$ cat config.mk
export PLATFORM = sky130hd
export DESIGN_NAME = tone_envelope_generator
export DESIGN_NICKNAME = d
export VERILOG_FILES = /design/src/rtl/teg_pkg.sv /design/src/rtl/tone_envelope_generator.sv /design/src/rtl/teg_div.sv /design/src/rtl/teg_dp.sv /design/src/rtl/teg_ctrl.sv
export SDC_FILE = /design/constraint.sdc
export NUM_CORES = 2
export LEC_CHECK = 0
export ABC_AREA = 1
export BUFFER_PORTS_ARGS = -buffer_cell sky130_fd_sc_hd__buf_2
export CORE_ASPECT_RATIO = 0.6
export CORE_MARGIN = 1
export CORE_UTILIZATION = 25
export DETAILED_ROUTE_END_ITERATION = 8
export PLACE_DENSITY = 0.37
export SLEW_MARGIN = 25
export SYNTH_ARGS = -nofsm -noshare
export SYNTH_HDL_FRONTEND = slang
export SYNTH_SLANG_ARGS = --single-unit
export TNS_END_PERCENT = 20
$ cat constraint.sdc
create_clock -name clk -period 15.7 [get_ports clk]
set_clock_uncertainty 0.2 [all_clocks]
set_input_delay 2.355 -clock clk [delete_from_list [all_inputs] [get_ports clk]]
set_output_delay 2.355 -clock clk [all_outputs]
set_load 0.01 [all_outputs]
$ cat src/rtl/teg_pkg.sv
`timescale 1ns / 1ps
// teg_pkg: types, constants and the sine polynomial coefficients of the
// tone envelope generator. No dependencies.

package teg_pkg;

	// configuration port
	localparam int CFG_AW = 3;
	localparam int CFG_DW = 32;

	localparam logic [CFG_AW-1:0] REG_PHASE_STEP     = 3'd0;
	localparam logic [CFG_AW-1:0] REG_NOTE_LENGTH    = 3'd1;
	localparam logic [CFG_AW-1:0] REG_AMPLITUDE      = 3'd2;
	localparam logic [CFG_AW-1:0] REG_ATTACK_LENGTH  = 3'd3;
	localparam logic [CFG_AW-1:0] REG_RELEASE_LENGTH = 3'd4;

	// register widths and reset values
	localparam int STEP_W = 32;
	localparam int NOTE_W = 20;
	localparam int AMP_W  = 15;
	localparam int ENV_W  = 16;

	localparam logic [NOTE_W-1:0] NOTE_RST    = 20'd1764;
	localparam logic [AMP_W-1:0]  AMP_RST     = 15'd7209;
	localparam logic [ENV_W-1:0]  ATTACK_RST  = 16'd88;
	localparam logic [ENV_W-1:0]  RELEASE_RST = 16'd1544;

	// sample path
	localparam int SAMPLE_W = 16;
	localparam logic [AMP_W-1:0] SINE_MAX = 15'h7fff;

	// shared multiplier
	localparam int MUL_W = 32;

	// serial divider: 64-bit numerator, 47-bit divisor, 32-bit quotient
	localparam int NUM_W     = 64;
	localparam int DEN_W     = 47;
	localparam int QUO_W     = 32;
	localparam int DIV_STEPS = QUO_W;
	localparam int CNT_W     = $clog2(DIV_STEPS + 1);

	// Q30 taylor coefficients of sin(pi/2 * z)
	localparam logic [30:0] SC1 = 31'd1686629713;
	localparam logic [30:0] SC3 = 31'd693598668;
	localparam logic [30:0] SC5 = 31'd85569306;
	localparam logic [30:0] SC7 = 31'd5026995;
	localparam logic [30:0] SC9 = 31'd172272;

	// horner order after the leading term
	function automatic logic [30:0] poly_coef(input logic [1:0] term);
		logic [30:0] c;
		case (term)
			2'd0: c = SC7;
			2'd1: c = SC5;
			2'd2: c = SC3;
			default: c = SC1;
		endcase
		return c;
	endfunction

	typedef enum logic [4:0] {
		OP_NONE,
		OP_ACCEPT,
		OP_MULK,
		OP_QUAD,
		OP_ZLO,
		OP_ZHI,
		OP_LATZ,
		OP_Z2,
		OP_Z2L,
		OP_PMUL,
		OP_PSUB,
		OP_SMUL,
		OP_SCALE,
		OP_EMUL,
		OP_AMUL,
		OP_NMUL,
		OP_DMUL,
		OP_DIVE,
		OP_OUT_NOTE,
		OP_OUT_IDLE
	} dp_op_t;

	typedef enum logic [4:0] {
		ST_IDLE,
		ST_MULK,
		ST_QUAD,
		ST_ZLO,
		ST_ZHI,
		ST_LATZ,
		ST_Z2,
		ST_Z2L,
		ST_PMUL,
		ST_PSUB,
		ST_SMUL,
		ST_SCALE,
		ST_EMUL,
		ST_AMUL,
		ST_NMUL,
		ST_DMUL,
		ST_DIVE,
		ST_DIVW,
		ST_OUT,
		ST_OUTI
	} ctrl_state_t;

	typedef struct packed {
		logic play_next;
		logic div_busy;
		logic term_last;
	} dp_status_t;

endpackage

$ cat src/rtl/tone_envelope_generator.sv
`timescale 1ns / 1ps
// tone_envelope_generator: top level, sine oscillator with linear attack and
// release envelope. Depends on teg_pkg, teg_ctrl and teg_dp.

// Each accepted request is one sample tick; restart set begins the note at
// sample zero, phase zero. After a note request is accepted, 21 sequencer
// steps run (phase to table index, reciprocal scaling of the quarter
// position, the degree-nine sine polynomial and the envelope products on
// the shared 32x32 multiplier), then the radix-2 divider is started, the
// sequencer waits on the envelope quotient, and the output register is
// loaded. An idle tick goes from acceptance straight to its load. The next
// request is taken the cycle after the load; a held result stalls the
// sequencer only when the next result is ready to load. The sine is
// computed per sample from its polynomial, so no table memory is used and
// there is no clearing pass after reset. Registers are to be written by the
// user through cfg_we/cfg_addr/cfg_wdata only while no request is in work;
// the block itself does not enforce this.

module tone_envelope_generator
	import teg_pkg::*;
#(
	parameter int SINE_TABLE_DEPTH = 1024,
	parameter int INDEX_WIDTH      = 20
) (
	input  logic                       clk,
	input  logic                       arst_n,
	input  logic                       in_valid,
	output logic                       in_ready,
	input  logic                       restart,
	output logic                       out_valid,
	input  logic                       out_ready,
	output logic signed [SAMPLE_W-1:0] sample,
	output logic                       last,
	output logic                       active,
	input  logic                       cfg_we,
	input  logic [CFG_AW-1:0]          cfg_addr,
	input  logic [CFG_DW-1:0]          cfg_wdata
);

	dp_op_t              op;
	dp_status_t          status;
	logic [SAMPLE_W-1:0] sample_w;

	teg_ctrl u_ctrl (
		.clk       (clk),
		.arst_n    (arst_n),
		.in_valid  (in_valid),
		.in_ready  (in_ready),
		.out_valid (out_valid),
		.out_ready (out_ready),
		.status    (status),
		.op        (op)
	);

	teg_dp #(
		.SINE_TABLE_DEPTH (SINE_TABLE_DEPTH),
		.INDEX_WIDTH      (INDEX_WIDTH)
	) u_dp (
		.clk       (clk),
		.arst_n    (arst_n),
		.op        (op),
		.restart   (restart),
		.cfg_we    (cfg_we),
		.cfg_addr  (cfg_addr),
		.cfg_wdata (cfg_wdata),
		.status    (status),
		.sample    (sample_w),
		.last      (last),
		.active    (active)
	);

	assign sample = $signed(sample_w);

endmodule

$ cat src/rtl/teg_div.sv
`timescale 1ns / 1ps
// teg_div: radix-2 restoring divider, one quotient bit per cycle.
// Depends on teg_pkg; the quotient must be below 2^QUO_W.

module teg_div
	import teg_pkg::*;
(
	input  logic             clk,
	input  logic             arst_n,
	input  logic             start,
	input  logic [NUM_W-1:0] num,
	input  logic [DEN_W-1:0] den,
	output logic             busy,
	output logic [QUO_W-1:0] quo
);

	logic [DEN_W-1:0] rem_q;
	logic [DEN_W-1:0] den_q;
	logic [QUO_W-1:0] low_q;
	logic [QUO_W-1:0] quo_q;
	logic [CNT_W-1:0] cnt_q;

	logic [DEN_W:0] trial;
	logic [DEN_W:0] diff;
	logic           fits;

	assign trial = {rem_q, low_q[QUO_W-1]};
	assign diff  = trial - {1'b0, den_q};
	assign fits  = trial >= {1'b0, den_q};
	assign busy  = cnt_q != '0;
	assign quo   = quo_q;

	always_ff @(posedge clk or negedge arst_n) begin
		if (!arst_n) begin
			cnt_q <= '0;
		end else if (start) begin
			cnt_q <= CNT_W'(DIV_STEPS);
		end else if (busy) begin
			cnt_q <= cnt_q - 1'b1;
		end
	end

	always_ff @(posedge clk) begin
		if (start) begin
			rem_q <= DEN_W'(num[NUM_W-1:QUO_W]);
			low_q <= num[QUO_W-1:0];
			den_q <= den;
		end else if (busy) begin
			rem_q <= fits ? diff[DEN_W-1:0] : trial[DEN_W-1:0];
			low_q <= {low_q[QUO_W-2:0], 1'b0};
			quo_q <= {quo_q[QUO_W-2:0], fits};
		end
	end

endmodule

$ cat src/rtl/teg_dp.sv
`timescale 1ns / 1ps
// teg_dp: configuration registers, note state, shared multiplier, sine
// polynomial and envelope datapath. Depends on teg_pkg and teg_div.

module teg_dp
	import teg_pkg::*;
#(
	parameter int SINE_TABLE_DEPTH = 1024,
	parameter int INDEX_WIDTH      = 20
) (
	input  logic                clk,
	input  logic                arst_n,
	input  dp_op_t              op,
	input  logic                restart,
	input  logic                cfg_we,
	input  logic [CFG_AW-1:0]   cfg_addr,
	input  logic [CFG_DW-1:0]   cfg_wdata,
	output dp_status_t          status,
	output logic [SAMPLE_W-1:0] sample,
	output logic                last,
	output logic                active
);

	localparam int KW = $clog2(SINE_TABLE_DEPTH);
	localparam int UW = KW + 2;
	localparam int RW = KW + 1;
	localparam int EW = ((INDEX_WIDTH > NOTE_W) ? INDEX_WIDTH : NOTE_W) + 1;
	localparam logic [UW-1:0] D1 = UW'(SINE_TABLE_DEPTH);
	localparam logic [UW-1:0] D2 = UW'(2 * SINE_TABLE_DEPTH);
	localparam logic [UW-1:0] D3 = UW'(3 * SINE_TABLE_DEPTH);

	// rounded-up reciprocal of the depth, exact for quarter positions up to the depth
	localparam int ZS = 2 * KW;
	localparam logic [63:0] ZM = ((64'd1 << (30 + ZS)) + 64'(SINE_TABLE_DEPTH - 1))
		/ 64'(SINE_TABLE_DEPTH);

	// configuration
	logic [STEP_W-1:0] phase_step_q;
	logic [NOTE_W-1:0] note_q;
	logic [AMP_W-1:0]  amp_q;
	logic [ENV_W-1:0]  att_q;
	logic [ENV_W-1:0]  rel_q;

	// note state
	logic [STEP_W-1:0]      phase_q;
	logic [INDEX_WIDTH-1:0] idx_q;
	logic                   playing_q;
	logic [1:0]             term_q;

	// working registers
	logic [2*MUL_W-1:0] mul_q;
	logic [NUM_W-1:0]   num_q;
	logic [MUL_W-1:0]   eaer_q;
	logic [RW-1:0]      r_q;
	logic [2*MUL_W-1:0] zlo_q;
	logic [30:0]        z_q;
	logic [30:0]        z2_q;
	logic [30:0]        p_q;
	logic [AMP_W-1:0]   sine_q;
	logic               neg_q;

	logic [SAMPLE_W-1:0] sample_q;
	logic                last_q;
	logic                active_q;

	logic             mul_en;
	logic [MUL_W-1:0] mul_a;
	logic [MUL_W-1:0] mul_b;

	logic [KW-1:0] k;
	logic [UW-1:0] u;
	logic [UW-1:0] urem;
	logic [UW-1:0] rfold;
	logic [1:0]    quad;
	logic [63:0]   zsum;

	logic [31:0] psub;
	logic [31:0] s;
	logic [47:0] sc_w;
	logic [17:0] sc_hi;
	logic [AMP_W-1:0] sine_w;

	logic [EW-1:0]    i_ext;
	logic [EW-1:0]    n_ext;
	logic [EW-1:0]    ndiff;
	logic             attack_on;
	logic             rel_on;
	logic             last_w;
	logic [ENV_W-1:0] ea;
	logic [ENV_W-1:0] er;
	logic [ENV_W-1:0] ad;
	logic [ENV_W-1:0] rd;

	logic             div_start;
	logic [DEN_W-1:0] env_den;
	logic             div_busy;
	logic [QUO_W-1:0] div_quo;

	logic [SAMPLE_W-1:0] mag;

	// phase to quadrant and folded quarter position
	assign k = mul_q[MUL_W +: KW];
	assign u = {k, 2'b00};

	always_comb begin
		if (u >= D3) begin
			quad = 2'd3;
			urem = u - D3;
		end else if (u >= D2) begin
			quad = 2'd2;
			urem = u - D2;
		end else if (u >= D1) begin
			quad = 2'd1;
			urem = u - D1;
		end else begin
			quad = 2'd0;
			urem = u;
		end
		rfold = quad[0] ? (D1 - urem) : urem;
	end

	// quarter position times the reciprocal, high partial product in mul_q
	assign zsum = {mul_q[MUL_W-1:0], 32'b0} + zlo_q;

	// polynomial step and final scaling to q0.15
	assign psub   = {1'b0, poly_coef(term_q)} - mul_q[61:30];
	assign s      = mul_q[61:30];
	assign sc_w   = {1'b0, s, 15'b0} - {16'b0, s} + 48'h0000_2000_0000;
	assign sc_hi  = sc_w[47:30];
	assign sine_w = (sc_hi > {3'b000, SINE_MAX}) ? SINE_MAX : sc_hi[AMP_W-1:0];

	// envelope factors
	assign i_ext     = EW'(idx_q);
	assign n_ext     = EW'(note_q);
	assign ndiff     = n_ext - i_ext;
	assign attack_on = (att_q != '0) && (i_ext < EW'(att_q));
	assign rel_on    = (rel_q != '0) && ((i_ext + EW'(rel_q)) > n_ext);
	assign ea        = attack_on ? i_ext[ENV_W-1:0] : ENV_W'(1);
	assign ad        = attack_on ? att_q : ENV_W'(1);
	assign er        = rel_on ? ((n_ext > i_ext) ? ndiff[ENV_W-1:0] : '0) : ENV_W'(1);
	assign rd        = rel_on ? rel_q : ENV_W'(1);
	assign last_w    = ((i_ext + EW'(1)) >= n_ext) || (idx_q == '1);

	// divider operands
	assign env_den   = {mul_q[MUL_W-1:0], 15'b0} - {15'b0, mul_q[MUL_W-1:0]};
	assign div_start = (op == OP_DIVE);

	teg_div u_div (
		.clk    (clk),
		.arst_n (arst_n),
		.start  (div_start),
		.num    (num_q),
		.den    (env_den),
		.busy   (div_busy),
		.quo    (div_quo)
	);

	assign mag = {1'b0, div_quo[AMP_W-1:0]};

	// shared multiplier operand select
	always_comb begin
		mul_en = 1'b1;
		mul_a  = '0;
		mul_b  = '0;
		case (op)
			OP_MULK: begin
				mul_a = phase_q;
				mul_b = MUL_W'(SINE_TABLE_DEPTH);
			end
			OP_ZLO: begin
				mul_a = MUL_W'(r_q);
				mul_b = ZM[MUL_W-1:0];
			end
			OP_ZHI: begin
				mul_a = MUL_W'(r_q);
				mul_b = ZM[2*MUL_W-1:MUL_W];
			end
			OP_Z2: begin
				mul_a = MUL_W'(z_q);
				mul_b = MUL_W'(z_q);
			end
			OP_PMUL: begin
				mul_a = MUL_W'(z2_q);
				mul_b = MUL_W'(p_q);
			end
			OP_SMUL: begin
				mul_a = MUL_W'(z_q);
				mul_b = MUL_W'(p_q);
			end
			OP_EMUL: begin
				mul_a = MUL_W'(ea);
				mul_b = MUL_W'(er);
			end
			OP_AMUL: begin
				mul_a = MUL_W'(amp_q);
				mul_b = MUL_W'(sine_q);
			end
			OP_NMUL: begin
				mul_a = eaer_q;
				mul_b = mul_q[MUL_W-1:0];
			end
			OP_DMUL: begin
				mul_a = MUL_W'(ad);
				mul_b = MUL_W'(rd);
			end
			default: begin
				mul_en = 1'b0;
			end
		endcase
	end

	// configuration and note state
	always_ff @(posedge clk or negedge arst_n) begin
		if (!arst_n) begin
			phase_step_q <= '0;
			note_q       <= NOTE_RST;
			amp_q        <= AMP_RST;
			att_q        <= ATTACK_RST;
			rel_q        <= RELEASE_RST;
			phase_q      <= '0;
			idx_q        <= '0;
			playing_q    <= 1'b0;
			term_q       <= '0;
		end else begin
			if (cfg_we) begin
				case (cfg_addr)
					REG_PHASE_STEP:     phase_step_q <= cfg_wdata[STEP_W-1:0];
					REG_NOTE_LENGTH:    note_q       <= cfg_wdata[NOTE_W-1:0];
					REG_AMPLITUDE:      amp_q        <= cfg_wdata[AMP_W-1:0];
					REG_ATTACK_LENGTH:  att_q        <= cfg_wdata[ENV_W-1:0];
					REG_RELEASE_LENGTH: rel_q        <= cfg_wdata[ENV_W-1:0];
					default: ;
				endcase
			end
			case (op)
				OP_ACCEPT: begin
					if (restart) begin
						phase_q   <= '0;
						idx_q     <= '0;
						playing_q <= note_q != '0;
					end
				end
				OP_Z2L: begin
					term_q <= '0;
				end
				OP_PSUB: begin
					term_q <= term_q + 2'd1;
				end
				OP_OUT_NOTE: begin
					phase_q <= phase_q + phase_step_q;
					idx_q   <= idx_q + INDEX_WIDTH'(1);
					if (last_w) begin
						playing_q <= 1'b0;
					end
				end
				default: ;
			endcase
		end
	end

	// working registers and output payload
	always_ff @(posedge clk) begin
		if (mul_en) begin
			mul_q <= mul_a * mul_b;
		end
		case (op)
			OP_QUAD: begin
				neg_q <= quad[1];
				r_q   <= rfold[RW-1:0];
			end
			OP_ZHI:   zlo_q  <= mul_q;
			OP_LATZ:  z_q    <= zsum[ZS +: 31];
			OP_Z2L: begin
				z2_q <= mul_q[60:30];
				p_q  <= SC9;
			end
			OP_PSUB:  p_q    <= psub[30:0];
			OP_SCALE: sine_q <= sine_w;
			OP_AMUL:  eaer_q <= mul_q[MUL_W-1:0];
			OP_DMUL:  num_q  <= mul_q;
			OP_OUT_NOTE: begin
				sample_q <= neg_q ? (-mag) : mag;
				last_q   <= last_w;
				active_q <= 1'b1;
			end
			OP_OUT_IDLE: begin
				sample_q <= '0;
				last_q   <= 1'b0;
				active_q <= 1'b0;
			end
			default: ;
		endcase
	end

	assign status.play_next = restart ? (note_q != '0) : playing_q;
	assign status.div_busy  = div_busy;
	assign status.term_last = term_q == 2'd3;

	assign sample = sample_q;
	assign last   = last_q;
	assign active = active_q;

endmodule

$ cat src/rtl/teg_ctrl.sv
`timescale 1ns / 1ps
// teg_ctrl: sequencer of the tone envelope generator, handshakes and
// datapath commands. Depends on teg_pkg.

module teg_ctrl
	import teg_pkg::*;
(
	input  logic       clk,
	input  logic       arst_n,
	input  logic       in_valid,
	output logic       in_ready,
	output logic       out_valid,
	input  logic       out_ready,
	input  dp_status_t status,
	output dp_op_t     op
);

	ctrl_state_t state_q;
	ctrl_state_t state_d;
	logic        out_valid_q;
	logic        load;
	logic        slot_free;

	assign slot_free = !out_valid_q || out_ready;

	always_ff @(posedge clk or negedge arst_n) begin
		if (!arst_n) begin
			state_q     <= ST_IDLE;
			out_valid_q <= 1'b0;
		end else begin
			state_q <= state_d;
			if (load) begin
				out_valid_q <= 1'b1;
			end else if (out_ready) begin
				out_valid_q <= 1'b0;
			end
		end
	end

	always_comb begin
		state_d  = state_q;
		op       = OP_NONE;
		in_ready = 1'b0;
		load     = 1'b0;
		case (state_q)
			ST_IDLE: begin
				in_ready = 1'b1;
				if (in_valid) begin
					op      = OP_ACCEPT;
					state_d = status.play_next ? ST_MULK : ST_OUTI;
				end
			end
			ST_MULK: begin
				op      = OP_MULK;
				state_d = ST_QUAD;
			end
			ST_QUAD: begin
				op      = OP_QUAD;
				state_d = ST_ZLO;
			end
			ST_ZLO: begin
				op      = OP_ZLO;
				state_d = ST_ZHI;
			end
			ST_ZHI: begin
				op      = OP_ZHI;
				state_d = ST_LATZ;
			end
			ST_LATZ: begin
				op      = OP_LATZ;
				state_d = ST_Z2;
			end
			ST_Z2: begin
				op      = OP_Z2;
				state_d = ST_Z2L;
			end
			ST_Z2L: begin
				op      = OP_Z2L;
				state_d = ST_PMUL;
			end
			ST_PMUL: begin
				op      = OP_PMUL;
				state_d = ST_PSUB;
			end
			ST_PSUB: begin
				op      = OP_PSUB;
				state_d = status.term_last ? ST_SMUL : ST_PMUL;
			end
			ST_SMUL: begin
				op      = OP_SMUL;
				state_d = ST_SCALE;
			end
			ST_SCALE: begin
				op      = OP_SCALE;
				state_d = ST_EMUL;
			end
			ST_EMUL: begin
				op      = OP_EMUL;
				state_d = ST_AMUL;
			end
			ST_AMUL: begin
				op      = OP_AMUL;
				state_d = ST_NMUL;
			end
			ST_NMUL: begin
				op      = OP_NMUL;
				state_d = ST_DMUL;
			end
			ST_DMUL: begin
				op      = OP_DMUL;
				state_d = ST_DIVE;
			end
			ST_DIVE: begin
				op      = OP_DIVE;
				state_d = ST_DIVW;
			end
			ST_DIVW: begin
				if (!status.div_busy) begin
					state_d = ST_OUT;
				end
			end
			ST_OUT: begin
				if (slot_free) begin
					op      = OP_OUT_NOTE;
					load    = 1'b1;
					state_d = ST_IDLE;
				end
			end
			ST_OUTI: begin
				if (slot_free) begin
					op      = OP_OUT_IDLE;
					load    = 1'b1;
					state_d = ST_IDLE;
				end
			end
			default: begin
				state_d = ST_IDLE;
			end
		endcase
	end

	assign out_valid = out_valid_q;

endmodule

==> metrics.md <==
| Metric | Value |
|---|---|
| Status | complete, no violations |
| Synth top area share | 0.246 |
| Synth Area in XOR/XNOR | 0.0286 |
| Layout Cells excl Fill | 12900 |
| CP most frequent cell | fa_1 |
| Area leader, netlist | fa_1 |
| Largest family of logic cells by synthesized area | adder cells |
| Post-synthesis simple-gate area fraction | 0.194 |
| H-tree lvl count | 3 |
| Lkg Pwr | 0.0372 µW |
| Compound-Gate Fraction of Synth Area | 0.0835 |
| Kind of critical path | reg2reg |
| Period Utilization, post-route | 0.837 |
| Slowest cell on crit path | nor4_1 |
| Worst setup SP type | flop |
| Critical Path RT | 15960 ps |
| Setup crit end kind | flop |
| CTS max path bufs | 3 |
| Drt initial violations | 7426 |
| GRT Total Usage | 0.239 |
| Routed Antenna Nets | 0 |
| Actual slew at the worst max-slew pin | 1290 ps |
| Vias in the first global route | 62100 |
| Hold path depth | 0 |
| RSZ-0062 raised after global routing | no |
| Pre-CTS setup slack | 2960 ps |
| Setup tns final | 0 ps |
| CTS clk-pin slew, worst paths | 60 ps |
| Final min period | 13150 ps |
| Layout area overhead | 10.9% |
| Number of register bits inferred by synthesis | 634 |
| R2R cell count | 43 |
| Std-Cell Rows | 153 |
| Slew margin rel. | 0.135 |
| Largest net degree at the start of global routing | 77 |
| Post-CTS setup buffers | 0 |
| Die width | 701 µm |
| Seq/Total Area, Yosys | 0.246 |
| Commonest cells post-synth | nand2_1 (1883), inv_1 (1677), nor2_1 (1012) |
| Syn_nets | 10400 |
| Critical path arrival | 13410 ps |
| Initial antenna violation count | 66 |
| Total number of vias | 63000 |
| IO buf count | 60 |
| Most numerous cell in the Yosys netlist | nand2_1 |
| Post-synthesis cell type count | 61 |
| Min Hold Slack | 208 ps |
| Syn Area/Cell | 8.27 µm² |
| Clk Latency, worst-skew pair | 720 ps |
| Largest delay contributor family on the critical path | adder cells |
| Initial Utilization | 0.252 |
| Hpwl dp | 293000 µm |
| Maxcap violations | 0 |
| Final setup violation count | 0 |
| Setup ws final | 2550 ps |
| Total core area | 0.291 mm² |
| Aggregate global routing overflow | 0 |
| DRT Wirelength | 356000 µm |
| FFs w/ async S/R, synth | 0.262 |
| DP Cell Count | 12700 |
| Max incr delay on CP | 780 ps |
| CTS root buffer | clkbuf_16 |
| First-pass GRT wire length | 496000 µm |
| Most used flip-flop cell after synthesis | edfxtp_1 |
| Routed len/inst | 27.7 µm |
| Post-synthesis adder-cell area fraction | 0.340 |
| CTS tree | built |
| Cells after Synth | 8876 |
| Synth Warn # | 0 |
| Crit path depth | 43 |
| Inserted Clock Buffers | 83 |
| F_max | 76.1 MHz |
| Synth area leaders | fa_1 (25%), edfxtp_1 (19%), nand2_1 (9.6%) |
| Global placement routability congestion | 0.964 |
| Syn Std Cell Area | 0.0734 mm² |
| DIE AREA | 0.296 mm² |
| Total power | 15100 µW |
| Share of post-route cells with drive strength above 1 | 0.0618 |
| Clk sinks | 634 |
| Post-synth EDFFs | 453 |
| Number of hold violations in the final report | 0 |
| DR pass1 iterations | 8 |
| Vias/cell | 4.90 |
| Die H | 422 µm |
| WP buf/inv | 8 |
| CTS resizes | 0 |
| Cts hold-fix bufs | 0 |
| I/O pins | 61 |
| Worst min-delay path class | reg2reg |
| Slew Limit Fails | 0 |
| Crit path max fanout | 27 |
| Pwr Density | 185 mW/mm² |
| Mux cell area share after synthesis | 0.00184 |
| Layout net count | 10400 |
| Drc violations | 0 |
| VDD IR max | 0.000145 V |
cell usage in the layout, fill, tap and decap left out, types with 21 or more instances in the layout:
cell / count
nand3_1: 215
clkbuf_16: 84
xor2_1: 163
o22ai_1: 23
nor2_2: 70
nand2_1: 1882
inv_1: 1675
fa_1: 902
a21oi_1: 410
o211ai_1: 21
buf_2: 60
nor2_1: 1002
xnor2_1: 76
o21ai_0: 394
nor3_1: 74
edfxtp_1: 453
buf_4: 138
a21o_1: 43
dfrtp_1: 148
o21bai_1: 38
a31oi_1: 39
inv_2: 51
nor4_1: 36
nand4_1: 107
ha_1: 553
a221oi_1: 24
final cells by class:
| type | instances | area [µm²] |
|---|---|---|
| well taps | 3875 | 4850 |
| clock inverters | 43 | 578 |
| fillers | 31600 | 209000 |
| diodes | 12 | 30.0 |
| clock buffers | 108 | 2260 |
| repair buffers | 202 | 1410 |
| flip-flops and latches | 634 | 18100 |
| multi-input cells | 6264 | 47700 |
| inverters | 1729 | 6490 |
per-layer routing:
layer / wire (µm) / track usage
met1: 189000 / 0.398
met3: 40700 / 0.0807
met2: 121000 / 0.284
met5: 258 / 0
met4: 5920 / 0.0365
stage by stage:
stage          area, µm²   util
4_1_cts            81300  0.280
3_5_place_dp       78500  0.270
3_3_place_gp       78400  0.270
2_1_floorplan      73400      -
6_report           81400  0.280
5_1_grt            81400  0.280
cells by family after synthesis:
group / Yosys count
xor gates and xnor gates: 240
buffers and inverters: 1978
AOI/OAI and AO/OA: 1090
and+or+nand+nor: 3467
DFF: 634
muxes: 12
adders and majority gates: 1455
power breakdown:
group          leakage, µW  internal (µW)  total [µW]  switching [µW]
clock              0.00135           1180        2040             866
sequential         0.00650           2570        3230             667
combinational       0.0293           2650        9790            7140
total               0.0372           6390       15100            8680
registers in the layout, indices dropped and copies added, names as in the netlist, 16 cells and up:
name / flops
u_dp.rel_q: 16
u_dp.mul_q: 64
u_dp.zlo_q: 31
u_dp.idx_q: 20
u_dp.phase_q: 32
u_dp.z2_q: 31
u_dp.eaer_q: 32
u_dp.u_div.low_q: 32
u_dp.u_div.rem_q: 47
u_dp.att_q: 16
u_dp.num_q: 64
u_dp.phase_step_q: 32
u_dp.p_q: 31
u_dp.z_q: 31
u_dp.u_div.den_q: 47
u_dp.note_q: 20
u_dp.sample: 16
final timing paths:
path,to,startpoint,slack (ps)
min in group asynchronous,u_dp.note_q[12]$_DFFE_PN0P_,arst_n,1500
setup reg to reg,u_dp.mul_q[62]$_DFFE_PP_,u_dp.idx_q[12]$_DFFE_PN0P_,2550
max in group asynchronous,u_dp.note_q[4]$_DFFE_PN0P_,arst_n,12320
hold reg to reg,u_dp.z_q[11]$_DFFE_PN_,u_dp.zlo_q[31]$_DFFE_PP_,210
setup / recovery,u_dp.mul_q[62]$_DFFE_PP_,u_dp.idx_q[12]$_DFFE_PN0P_,2550
hold / removal,u_dp.z_q[11]$_DFFE_PN_,u_dp.zlo_q[31]$_DFFE_PP_,210
Note: power is estimated with default switching activity, not from simulation.
